## src/sgp_pkg.sv

```systemverilog
`timescale 1ns / 1ps

package sgp_pkg;

  // Field widths
  localparam int NODE_W      = 13;
  localparam int POS_W       = 16;
  localparam int SEG_LEN_W   = 10;
  localparam int CHAN_W      = 8;
  localparam int CHANNELS    = 3;
  localparam int PROD_W      = SEG_LEN_W + CHAN_W;
  localparam int DIV_STEPS   = CHAN_W;
  localparam int COUNT_W     = 3;
  localparam int CFG_INDEX_W = 4;
  localparam int CFG_DATA_W  = SEG_LEN_W + CHANNELS * CHAN_W;

  // Register map
  typedef enum logic [CFG_INDEX_W-1:0] {
    REG_SEGMENT_COUNT = 4'd0,
    REG_STRIP_LENGTH  = 4'd1,
    REG_SEGMENT_0     = 4'd2
  } cfg_reg_t;

  // Channel 2 is red, 1 green, 0 blue, matching the register packing
  typedef logic [CHANNELS-1:0][CHAN_W-1:0] rgb_t;

  typedef struct packed {
    logic                 we;
    logic [POS_W-1:0]     pos;
    logic                 blank;
    logic [SEG_LEN_W-1:0] len;
    logic [CHANNELS-1:0]  up;
    rgb_t                 src;
  } ctx_t;

  typedef struct packed {
    logic [SEG_LEN_W-1:0] rem;
    logic [CHAN_W-1:0]    low;
    logic [CHAN_W-1:0]    quo;
  } div_lane_t;

  typedef struct packed {
    ctx_t                       ctx;
    div_lane_t [CHANNELS-1:0]   lane;
  } pipe_t;

  // One restoring division step: bring down one numerator bit, settle one quotient bit
  function automatic div_lane_t div_step(div_lane_t d, logic [SEG_LEN_W-1:0] len);
    logic [SEG_LEN_W:0] t;
    div_lane_t          r;
    t     = {d.rem, d.low[CHAN_W-1]};
    r.low = {d.low[CHAN_W-2:0], 1'b0};
    if (t >= {1'b0, len}) begin
      r.rem = SEG_LEN_W'(t - {1'b0, len});
      r.quo = {d.quo[CHAN_W-2:0], 1'b1};
    end else begin
      r.rem = t[SEG_LEN_W-1:0];
      r.quo = {d.quo[CHAN_W-2:0], 1'b0};
    end
    return r;
  endfunction

endpackage

```

## src/sgp_in_if.sv

```systemverilog
`timescale 1ns / 1ps

interface sgp_in_if;
  import sgp_pkg::*;

  logic                    valid;
  logic                    ready;
  logic [NODE_W-1:0]       node_index;
  logic signed [POS_W-1:0] offset;
  logic                    decay_bit;

  modport source (output valid, output node_index, output offset, output decay_bit,
                  input ready);
  modport sink   (input valid, input node_index, input offset, input decay_bit,
                  output ready);
endinterface

```

## src/sgp_out_if.sv

```systemverilog
`timescale 1ns / 1ps

interface sgp_out_if;
  import sgp_pkg::*;

  logic              valid;
  logic              ready;
  logic              write_enable;
  logic [POS_W-1:0]  position;
  logic [CHAN_W-1:0] red;
  logic [CHAN_W-1:0] green;
  logic [CHAN_W-1:0] blue;

  modport source (output valid, output write_enable, output position, output red,
                  output green, output blue, input ready);
  modport sink   (input valid, input write_enable, input position, input red,
                  input green, input blue, output ready);
endinterface

```

## src/segmented_gradient_pixel_generator_top.sv

```systemverilog
`timescale 1ns / 1ps

// Segmented gradient pixel generator. Each item names one node of a chain of
// colour segments plus a strip offset and a decay bit; the block returns one
// pixel item: strip position, RGB and a write flag. The colour blends
// linearly from the segment's colour towards the next segment's colour (or
// black after the last segment in use), truncating the division by the
// segment length. Throughput is one item per clock unless the output stalls.
// An item passes through twelve registers: input register, segment lookup,
// channel difference and multiply, eight stages of a restoring divider (one
// quotient bit per stage, three channels side by side) and the output
// register. The input register loads at the accepting edge. The stages hold
// in place on back-pressure and collapse bubbles, so the input keeps taking
// items while a result waits.
// Write the configuration registers only while no item is in flight.
module segmented_gradient_pixel_generator_top #(
  parameter int MAX_SEGMENTS = 6
) (
  input  logic                             clk,
  input  logic                             rst,
  input  logic                             cfg_write_enable,
  input  logic [sgp_pkg::CFG_INDEX_W-1:0]  cfg_index,
  input  logic [sgp_pkg::CFG_DATA_W-1:0]   cfg_data,
  sgp_in_if.sink                           pixel_in,
  sgp_out_if.source                        pixel_out
);
  import sgp_pkg::*;

  localparam logic [COUNT_W-1:0] SEG_LIMIT = COUNT_W'(MAX_SEGMENTS);

  // ---------------------------------------------------------------------------
  // Configuration registers
  // ---------------------------------------------------------------------------
  logic [COUNT_W-1:0]    segment_count;
  logic [POS_W-1:0]      strip_length;
  logic [CFG_DATA_W-1:0] segment [MAX_SEGMENTS];

  always_ff @(posedge clk) begin
    if (rst) begin
      segment_count <= '0;
      strip_length  <= '0;
      for (int k = 0; k < MAX_SEGMENTS; k++) begin
        segment[k] <= '0;
      end
    end else if (cfg_write_enable) begin
      if (cfg_index == REG_SEGMENT_COUNT) begin
        segment_count <= cfg_data[COUNT_W-1:0];
      end
      if (cfg_index == REG_STRIP_LENGTH) begin
        strip_length <= cfg_data[POS_W-1:0];
      end
      // Indices past the last segment fall through untouched
      for (int k = 0; k < MAX_SEGMENTS; k++) begin
        if (cfg_index == CFG_INDEX_W'(int'(REG_SEGMENT_0) + k)) begin
          segment[k] <= cfg_data;
        end
      end
    end
  end

  // ---------------------------------------------------------------------------
  // Segment end table, rebuilt from the registers every cycle. A count above
  // the segment limit counts as the limit; segments past the count are unused.
  // ---------------------------------------------------------------------------
  logic [COUNT_W-1:0]      count_clamped;
  logic [NODE_W-1:0]       seg_acc;
  logic [NODE_W-1:0]       seg_end_next [MAX_SEGMENTS];
  logic [MAX_SEGMENTS-1:0] seg_used_next;
  logic [NODE_W-1:0]       seg_end [MAX_SEGMENTS];
  logic [MAX_SEGMENTS-1:0] seg_used;

  always_comb begin
    count_clamped = (segment_count > SEG_LIMIT) ? SEG_LIMIT : segment_count;
    seg_acc       = '0;
    for (int k = 0; k < MAX_SEGMENTS; k++) begin
      seg_acc          = seg_acc + NODE_W'(segment[k][CFG_DATA_W-1 -: SEG_LEN_W]);
      seg_end_next[k]  = seg_acc;
      seg_used_next[k] = (COUNT_W'(k) < count_clamped);
    end
  end

  always_ff @(posedge clk) begin
    seg_end  <= seg_end_next;
    seg_used <= seg_used_next;
  end

  // ---------------------------------------------------------------------------
  // Stall control: each stage advances when it is empty or the next one moves
  // ---------------------------------------------------------------------------
  logic                 s1_valid;
  logic                 s2_valid;
  logic [DIV_STEPS:0]   stg_valid;
  logic                 o_valid;
  logic                 o_ready;
  logic [DIV_STEPS:0]   stg_ready;
  logic                 s2_ready;
  logic                 s1_ready;

  always_comb begin
    o_ready              = !o_valid || pixel_out.ready;
    stg_ready[DIV_STEPS] = !stg_valid[DIV_STEPS] || o_ready;
    for (int j = DIV_STEPS - 1; j >= 0; j--) begin
      stg_ready[j] = !stg_valid[j] || stg_ready[j+1];
    end
    s2_ready = !s2_valid || stg_ready[0];
    s1_ready = !s1_valid || s2_ready;
  end

  // Refuse items while reset is held so none is taken and then lost
  assign pixel_in.ready = s1_ready && !rst;

  // ---------------------------------------------------------------------------
  // Stage 1: register the item and form the strip position
  // ---------------------------------------------------------------------------
  logic [NODE_W-1:0]  s1_node;
  logic [POS_W:0]     s1_pos;
  logic               s1_decay;

  always_ff @(posedge clk) begin
    if (rst) begin
      s1_valid <= 1'b0;
    end else if (s1_ready) begin
      s1_valid <= pixel_in.valid;
    end
  end

  always_ff @(posedge clk) begin
    if (s1_ready) begin
      s1_node  <= pixel_in.node_index;
      s1_pos   <= {pixel_in.offset[POS_W-1], pixel_in.offset} +
                  (POS_W + 1)'(pixel_in.node_index);
      s1_decay <= pixel_in.decay_bit;
    end
  end

  // ---------------------------------------------------------------------------
  // Stage 2: find the segment holding the node. Ends rise monotonically, so
  // the first used segment whose end lies past the node is the one; empty
  // segments can never be picked that way but still lend their colour.
  // ---------------------------------------------------------------------------
  logic [MAX_SEGMENTS-1:0] seg_lt;
  logic [MAX_SEGMENTS-1:0] seg_sel;
  logic [SEG_LEN_W-1:0]    lk_local;
  logic [SEG_LEN_W-1:0]    lk_len;
  rgb_t                    lk_src;
  rgb_t                    lk_dst;
  logic                    lk_we;

  always_comb begin
    lk_local = '0;
    lk_len   = '0;
    lk_src   = '0;
    lk_dst   = '0;
    for (int k = 0; k < MAX_SEGMENTS; k++) begin
      seg_lt[k] = seg_used[k] && (s1_node < seg_end[k]);
    end
    seg_sel[0] = seg_lt[0];
    for (int k = 1; k < MAX_SEGMENTS; k++) begin
      seg_sel[k] = seg_lt[k] && !seg_lt[k-1];
    end
    for (int k = 0; k < MAX_SEGMENTS; k++) begin
      if (seg_sel[k]) begin
        lk_local = (k == 0) ? SEG_LEN_W'(s1_node)
                            : SEG_LEN_W'(s1_node - seg_end[(k == 0) ? 0 : k-1]);
        lk_len   = lk_len | segment[k][CFG_DATA_W-1 -: SEG_LEN_W];
        lk_src   = lk_src | rgb_t'(segment[k][CHANNELS*CHAN_W-1:0]);
      end
      // Destination is the next used segment, or black past the last one
      if (k > 0 && seg_sel[(k == 0) ? 0 : k-1] && seg_used[k]) begin
        lk_dst = lk_dst | rgb_t'(segment[k][CHANNELS*CHAN_W-1:0]);
      end
    end
    lk_we = (|seg_lt) && !s1_pos[POS_W] && (s1_pos[POS_W-1:0] < strip_length);
  end

  logic                 s2_we;
  logic [POS_W-1:0]     s2_pos;
  logic                 s2_blank;
  logic [SEG_LEN_W-1:0] s2_local;
  logic [SEG_LEN_W-1:0] s2_len;
  rgb_t                 s2_src;
  rgb_t                 s2_dst;

  always_ff @(posedge clk) begin
    if (rst) begin
      s2_valid <= 1'b0;
    end else if (s2_ready) begin
      s2_valid <= s1_valid;
    end
  end

  always_ff @(posedge clk) begin
    if (s2_ready) begin
      s2_we    <= lk_we;
      s2_pos   <= s1_pos[POS_W-1:0];
      s2_blank <= s1_decay && seg_sel[0];
      s2_local <= lk_local;
      s2_len   <= lk_len;
      s2_src   <= lk_src;
      s2_dst   <= lk_dst;
    end
  end

  // ---------------------------------------------------------------------------
  // Stage 3: per channel, take the difference towards the destination and
  // scale it by the node's place in the segment. The product stays below
  // len * 256, so the top bits seed the divider remainder.
  // ---------------------------------------------------------------------------
  pipe_t                     stg_in;
  logic [CHAN_W-1:0]         mul_diff [CHANNELS];
  logic [PROD_W-1:0]         mul_prod [CHANNELS];

  always_comb begin
    stg_in.ctx.we    = s2_we;
    stg_in.ctx.pos   = s2_pos;
    stg_in.ctx.blank = s2_blank;
    stg_in.ctx.len   = s2_len;
    stg_in.ctx.src   = s2_src;
    for (int c = 0; c < CHANNELS; c++) begin
      stg_in.ctx.up[c]   = (s2_src[c] < s2_dst[c]);
      mul_diff[c]        = stg_in.ctx.up[c] ? (s2_dst[c] - s2_src[c])
                                            : (s2_src[c] - s2_dst[c]);
      mul_prod[c]        = PROD_W'(s2_local) * PROD_W'(mul_diff[c]);
      stg_in.lane[c].rem = mul_prod[c][PROD_W-1:CHAN_W];
      stg_in.lane[c].low = mul_prod[c][CHAN_W-1:0];
      stg_in.lane[c].quo = '0;
    end
  end

  // ---------------------------------------------------------------------------
  // Stage 3 register and divider stages: one quotient bit per stage
  // ---------------------------------------------------------------------------
  pipe_t stg [DIV_STEPS+1];
  pipe_t stg_next [DIV_STEPS+1];

  always_comb begin
    stg_next[0] = stg_in;
    for (int j = 0; j < DIV_STEPS; j++) begin
      stg_next[j+1].ctx = stg[j].ctx;
      for (int c = 0; c < CHANNELS; c++) begin
        stg_next[j+1].lane[c] = div_step(stg[j].lane[c], stg[j].ctx.len);
      end
    end
  end

  always_ff @(posedge clk) begin
    if (rst) begin
      stg_valid <= '0;
    end else begin
      if (stg_ready[0]) begin
        stg_valid[0] <= s2_valid;
      end
      for (int j = 0; j < DIV_STEPS; j++) begin
        if (stg_ready[j+1]) begin
          stg_valid[j+1] <= stg_valid[j];
        end
      end
    end
  end

  always_ff @(posedge clk) begin
    for (int j = 0; j <= DIV_STEPS; j++) begin
      if (stg_ready[j]) begin
        stg[j] <= stg_next[j];
      end
    end
  end

  // ---------------------------------------------------------------------------
  // Output register: apply the quotient, blank decayed pixels of the first segment, zero the
  // fields of pixels that are not written
  // ---------------------------------------------------------------------------
  rgb_t             o_rgb_next;
  logic             o_we;
  logic [POS_W-1:0] o_pos;
  rgb_t             o_rgb;

  always_comb begin
    for (int c = 0; c < CHANNELS; c++) begin
      if (!stg[DIV_STEPS].ctx.we || stg[DIV_STEPS].ctx.blank) begin
        o_rgb_next[c] = '0;
      end else if (stg[DIV_STEPS].ctx.up[c]) begin
        o_rgb_next[c] = stg[DIV_STEPS].ctx.src[c] + stg[DIV_STEPS].lane[c].quo;
      end else begin
        o_rgb_next[c] = stg[DIV_STEPS].ctx.src[c] - stg[DIV_STEPS].lane[c].quo;
      end
    end
  end

  always_ff @(posedge clk) begin
    if (rst) begin
      o_valid <= 1'b0;
    end else if (o_ready) begin
      o_valid <= stg_valid[DIV_STEPS];
    end
  end

  always_ff @(posedge clk) begin
    if (o_ready) begin
      o_we  <= stg[DIV_STEPS].ctx.we;
      o_pos <= stg[DIV_STEPS].ctx.we ? stg[DIV_STEPS].ctx.pos : '0;
      o_rgb <= o_rgb_next;
    end
  end

  assign pixel_out.valid        = o_valid;
  assign pixel_out.write_enable = o_we;
  assign pixel_out.position     = o_pos;
  assign pixel_out.red          = o_rgb[2];
  assign pixel_out.green        = o_rgb[1];
  assign pixel_out.blue         = o_rgb[0];

  // ---------------------------------------------------------------------------
  // Assertions
  // ---------------------------------------------------------------------------
  // The segment lookup picks at most one segment
  a_sel_onehot: assert property (@(posedge clk) disable iff (rst)
    s1_valid |-> $onehot0(seg_sel))
    else $error("segment lookup selected more than one segment");

  // The divider remainder stays below the segment length on written pixels
  generate
    for (genvar j = 0; j <= DIV_STEPS; j++) begin : g_rem_chk
      a_rem_bound: assert property (@(posedge clk) disable iff (rst)
        (stg_valid[j] && stg[j].ctx.we) |->
          (stg[j].lane[0].rem < stg[j].ctx.len) &&
          (stg[j].lane[1].rem < stg[j].ctx.len) &&
          (stg[j].lane[2].rem < stg[j].ctx.len))
        else $error("divider remainder out of range");
    end
  endgenerate

  // A written pixel always lands inside the strip
  a_pos_in_strip: assert property (@(posedge clk) disable iff (rst)
    (pixel_out.valid && pixel_out.write_enable) |-> (pixel_out.position < strip_length))
    else $error("written pixel outside the strip");

  // No item is taken while reset is held
  a_no_take_in_reset: assert property (@(posedge clk)
    rst |-> !pixel_in.ready)
    else $error("input ready during reset");

endmodule
```

## src/flat_wrapper.sv

```systemverilog
// flat-port wrapper written by rule: the top's interface ports become plain ports
module segmented_gradient_pixel_generator_top_flat import sgp_pkg::*;
#(
  parameter int MAX_SEGMENTS = 6
)
  (clk, rst, cfg_write_enable, cfg_index, cfg_data, pixel_in_valid, pixel_in_node_index, pixel_in_offset, pixel_in_decay_bit, pixel_in_ready, pixel_out_valid, pixel_out_write_enable, pixel_out_position, pixel_out_red, pixel_out_green, pixel_out_blue, pixel_out_ready);
  sgp_in_if pixel_in_i ();
  sgp_out_if pixel_out_i ();
  input  logic clk;
  input  logic rst;
  input  logic cfg_write_enable;
  input  logic [sgp_pkg::CFG_INDEX_W-1:0] cfg_index;
  input  logic [sgp_pkg::CFG_DATA_W-1:0] cfg_data;
  input wire logic [$bits(pixel_in_i.valid)-1:0] pixel_in_valid;
  input wire logic [$bits(pixel_in_i.node_index)-1:0] pixel_in_node_index;
  input wire logic [$bits(pixel_in_i.offset)-1:0] pixel_in_offset;
  input wire logic [$bits(pixel_in_i.decay_bit)-1:0] pixel_in_decay_bit;
  output wire logic [$bits(pixel_in_i.ready)-1:0] pixel_in_ready;
  output wire logic [$bits(pixel_out_i.valid)-1:0] pixel_out_valid;
  output wire logic [$bits(pixel_out_i.write_enable)-1:0] pixel_out_write_enable;
  output wire logic [$bits(pixel_out_i.position)-1:0] pixel_out_position;
  output wire logic [$bits(pixel_out_i.red)-1:0] pixel_out_red;
  output wire logic [$bits(pixel_out_i.green)-1:0] pixel_out_green;
  output wire logic [$bits(pixel_out_i.blue)-1:0] pixel_out_blue;
  input wire logic [$bits(pixel_out_i.ready)-1:0] pixel_out_ready;
  assign pixel_in_i.valid = pixel_in_valid;
  assign pixel_in_i.node_index = pixel_in_node_index;
  assign pixel_in_i.offset = pixel_in_offset;
  assign pixel_in_i.decay_bit = pixel_in_decay_bit;
  assign pixel_in_ready = pixel_in_i.ready;
  assign pixel_out_valid = pixel_out_i.valid;
  assign pixel_out_write_enable = pixel_out_i.write_enable;
  assign pixel_out_position = pixel_out_i.position;
  assign pixel_out_red = pixel_out_i.red;
  assign pixel_out_green = pixel_out_i.green;
  assign pixel_out_blue = pixel_out_i.blue;
  assign pixel_out_i.ready = pixel_out_ready;
  segmented_gradient_pixel_generator_top #(.MAX_SEGMENTS(MAX_SEGMENTS)) u_core (.clk(clk), .rst(rst), .cfg_write_enable(cfg_write_enable), .cfg_index(cfg_index), .cfg_data(cfg_data), .pixel_in(pixel_in_i), .pixel_out(pixel_out_i));
endmodule
```

## config.mk

```make
export PLATFORM = sky130hd
export DESIGN_NAME = segmented_gradient_pixel_generator_top_flat
export DESIGN_NICKNAME = d
export VERILOG_FILES = /design/src/sgp_pkg.sv /design/src/sgp_in_if.sv /design/src/sgp_out_if.sv /design/src/segmented_gradient_pixel_generator_top.sv /design/src/flat_wrapper.sv
export SDC_FILE = /design/constraint.sdc
export NUM_CORES = 2
export LEC_CHECK = 0
export ABC_CLOCK_PERIOD_IN_PS = 7100
export BUFFER_PORTS_ARGS = -buffer_cell sky130_fd_sc_hd__clkbuf_2
export CAP_MARGIN = 20
export CORE_ASPECT_RATIO = 0.75
export CORE_MARGIN = 2
export CORE_UTILIZATION = 25
export DETAILED_ROUTE_END_ITERATION = 8
export PLACE_DENSITY = 0.39
export SETUP_SLACK_MARGIN = 0.5
export SYNTH_ARGS = -nofsm -noshare
export SYNTH_HDL_FRONTEND = slang
export SYNTH_SLANG_ARGS = --single-unit
```

## constraint.sdc

```tcl
create_clock -name clk -period 7.1 [get_ports clk]
set_input_delay 1.065 -clock clk [delete_from_list [all_inputs] [get_ports clk]]
set_output_delay 1.065 -clock clk [all_outputs]
set_load 0.03 [all_outputs]
```

==> results.ini <==
[cts]
cts_root_buf=clkbuf_16
h-tree-depth=4
cts_inserted_buffers=158
cts.sink_count=1412
insertion_delay_ns=0.83
clk_pin_slew_ns=0.06
cts_tree=built
hold_buffers=0
clockBufferDepth=4

[critical_path]
worstSetupPathType=flip-flop to flip-flop
cpPeakStageDelay_ns=0.57
crit_slowest_cell=fa_1
rr_endpoint=u_core.stg[0][76]$_DFFE_PP_
critPathRequiredTime_ns=7.71
worstSetupEndpointType=flip-flop
r2r_setup_slack_ns=0.42
worst-path-max-fanout=7
critPathLaunch=u_core.s2_src[16]$_DFFE_PP_
r2r_cells=25
path_common_cell=fa_1
rr_startpoint=u_core.s2_src[16]$_DFFE_PP_
start_kind=flip-flop
critPathArrivalTime_ns=7.29
crit_end=u_core.stg[0][76]$_DFFE_PP_

[synth]
async_reset_ff_share_pct=0
yosys-top-cells-area=edfxtp_1 53%, ha_1 9.7%, fa_1 5.0%, inv_1 3.2%, dfxtp_1 2.9%
synth_area_per_cell_um2=12.6
yosysTopAreaCellShare_pct=52.7
ys_seq_area_share_pct=55.6
yosysWarningCount=0
ys_ff_latch=1412
ys.flop_type=edfxtp_1
synthesis.area_um2=74300
synth_cell_type_count=91
synth_edf_count=1303
synth_top_area_cell=edfxtp_1
syn-instance-count=5899
synth_nets=6732

[power]
power_mw=27.3
vdd_drop_max_mv=0.228
power_density_nw_per_um2=316
p_leak_nw=35.1

[route]
ant_nets=0
firstDrtPassIters=6
drc_errors=0
drt_iter0_drc=2755
routed_wl_um=202000
routed_via_density=4.38
via_count=44900
wire_per_inst_um=19.7

[timing]
finalSetupViolCount=0
min_period_ns=6.68
fin_crit_sh_pct=94.0
rsz0062_at_grt=true
whs_ns=0.369
worst_slack_ns=0.424
max_freq_mhz=150
tns_ns=0
relSlewSlack_pct=22.5
worst_pin_slew_ns=1.16
finClkSkew_ns=0.0786
slew_violations=0
finalHoldViolCount=0

[grt]
grt_max_degree=99
grt_usage_pct=13.4
grt_pass1_wl_um=305000
grt_pass1_vias=46300
antenna_found_initial=22
grt_overflow=0

[layout]
final_nets=7036
stdcell_count=10300
final_util_pct=29.3
design_area_um2=86600
final_common_cell=edfxtp_1
areaGrowthSynthToFinish_pct=16.6
final_cell_mix=1303 x edfxtp_1, 620 x inv_1, 547 x ha_1
drive_gt1_share_pct=13.5

[job]
cap_violations=0

[place]
io_buffers=115
place_area_um2=80300
dp_hpwl_um=146000
place_ws_ns=-0.0945
gp_congestion=0.818
place_inst=9936

[floorplanning]
die_h_um=476
core_um2=296000
die_area_um2=302000
start_util_pct=25.1
io_pins=116
die_w_um=633
core.rowCount=173

[run_status]
status=finished, final reports clean

[hold_path]
hp-class=flip-flop to flip-flop

-- registers in the layout, summed over array words and instances (netlist names), 9 cells and up --
register                   flops
u_core.seg_end                72
u_core.strip_length           16
u_core.s2_dst                 24
u_core.s2_src                 24
u_core.segment               204
u_core.s2_len                 10
u_core.s1_node                13
u_core.stg                   941
u_core.s2_local               10
u_core.s2_pos                 16
u_core.s1_pos                 17
u_core.stg_valid               9
u_core.pixel_out.position     16
-- logic make-up (layout without fill, tap and decap cells) --
kind of cell,after synthesis,after routing,synth area share (%)
buffers and inverters,746,1166,3.82
AND/OR/NAND/NOR,1529,1529,10.5
AO/OA/AOI/OAI,973,973,9.09
flip-flops,1412,1412,55.6
other,0,9,0
multiplexers,207,207,3.05
adder cells (fa/ha/maj),760,760,14.7
XOR/XNOR,272,272,3.25
-- Yosys cell counts (7+ instances only) --
cell type,n
a32oi_1,25
a2111oi_0,23
a21o_1,66
o21a_1,36
o211ai_1,16
a211oi_1,21
a22oi_1,108
edfxtp_1,1303
a21oi_1,209
a21boi_0,73
a221o_1,7
a311o_1,19
nor2b_1,103
or2_2,9
mux2_2,156
and2_1,343
fa_1,185
a222oi_1,25
xnor2_1,180
a221oi_1,25
o21bai_1,17
nand4_1,45
ha_1,575
a31oi_1,21
o21ai_1,19
o21ai_0,169
or3_1,13
mux2i_1,51
inv_1,640
nor3_4,12
dfxtp_1,109
xor2_1,88
and3_1,27
o2111ai_1,10
nand2b_1,60
nor4_1,18
a211o_1,8
clkbuf_1,86
buf_2,13
nand3_1,103
nor3_1,78
nor2_1,284
o31ai_1,8
nand2_1,402
-- cell type report --
class	instances	area, um^2
tap	3937	4930
inverter	640	2420
antenna	9	22.5
sequential	1412	41300
fill	29900	209000
clock buffer	185	4100
multi-input combinational	3741	31100
clock inverter	91	1150
timing repair buffer	250	1650
-- critical path: cells and delay by family, from the launching register on --
kind / cells / cell delay, ns
mux: 1 / 0.32
flops: 1 / 0.38
compound gates: 10 / 1.88
fa+ha+maj: 7 / 2.77
simple gates: 3 / 0.71
xor+xnor: 1 / 0.29
buf+inv: 3 / 0.16
-- worst min-delay path by stage --
stage | to | cells past startpoint | start | slack (ns)
4_1_cts | u_core.stg[0][306]$_DFFE_PP_ | 0 | u_core.stg[0][172]$_DFFE_PP_ | 0.36
2_1_floorplan | u_core.seg_end[65]$_DFF_P_ | 0 | u_core.segment[0][24]$_SDFFCE_PN0P_ | 0.38
3_3_place_gp | u_core.stg[0][387]$_DFFE_PP_ | 0 | u_core.stg[0][254]$_DFFE_PP_ | 0.40
5_1_grt | u_core.s1_decay$_DFFE_PN_ | 1 | pixel_in_decay_bit | 0.38
3_5_place_dp | u_core.stg[0][1024]$_DFFE_PP_ | 0 | u_core.stg[0][891]$_DFFE_PP_ | 0.40
6_report | u_core.stg[0][306]$_DFFE_PP_ | 0 | u_core.stg[0][172]$_DFFE_PP_ | 0.37
-- power breakdown --
| part | total, mW | switching [mW] | internal [mW] |
|---|---|---|---|
| clock | 8.51 | 3.49 | 5.02 |
| combinational | 7.84 | 4.34 | 3.50 |
| sequential | 11.0 | 0.560 | 10.4 |
-- what timing repair did --
action	in CTS	in global routing
pin swaps	81	75
resized for setup	90	62
setup endpoints to repair	19	20
setup buffers	21	22
-- metal layers --
metal / track usage, % / up-vias / wire length, um
met1: 20.4 / 22000 / 106000
met2: 19.9 / 731 / 84700
li1: - / 21900 / -
met5: 0 / - / 40
met3: 1.88 / 235 / 7430
met4: 2.93 / 6 / 4110
No activity file was read; power rests on OpenSTA's default activity.
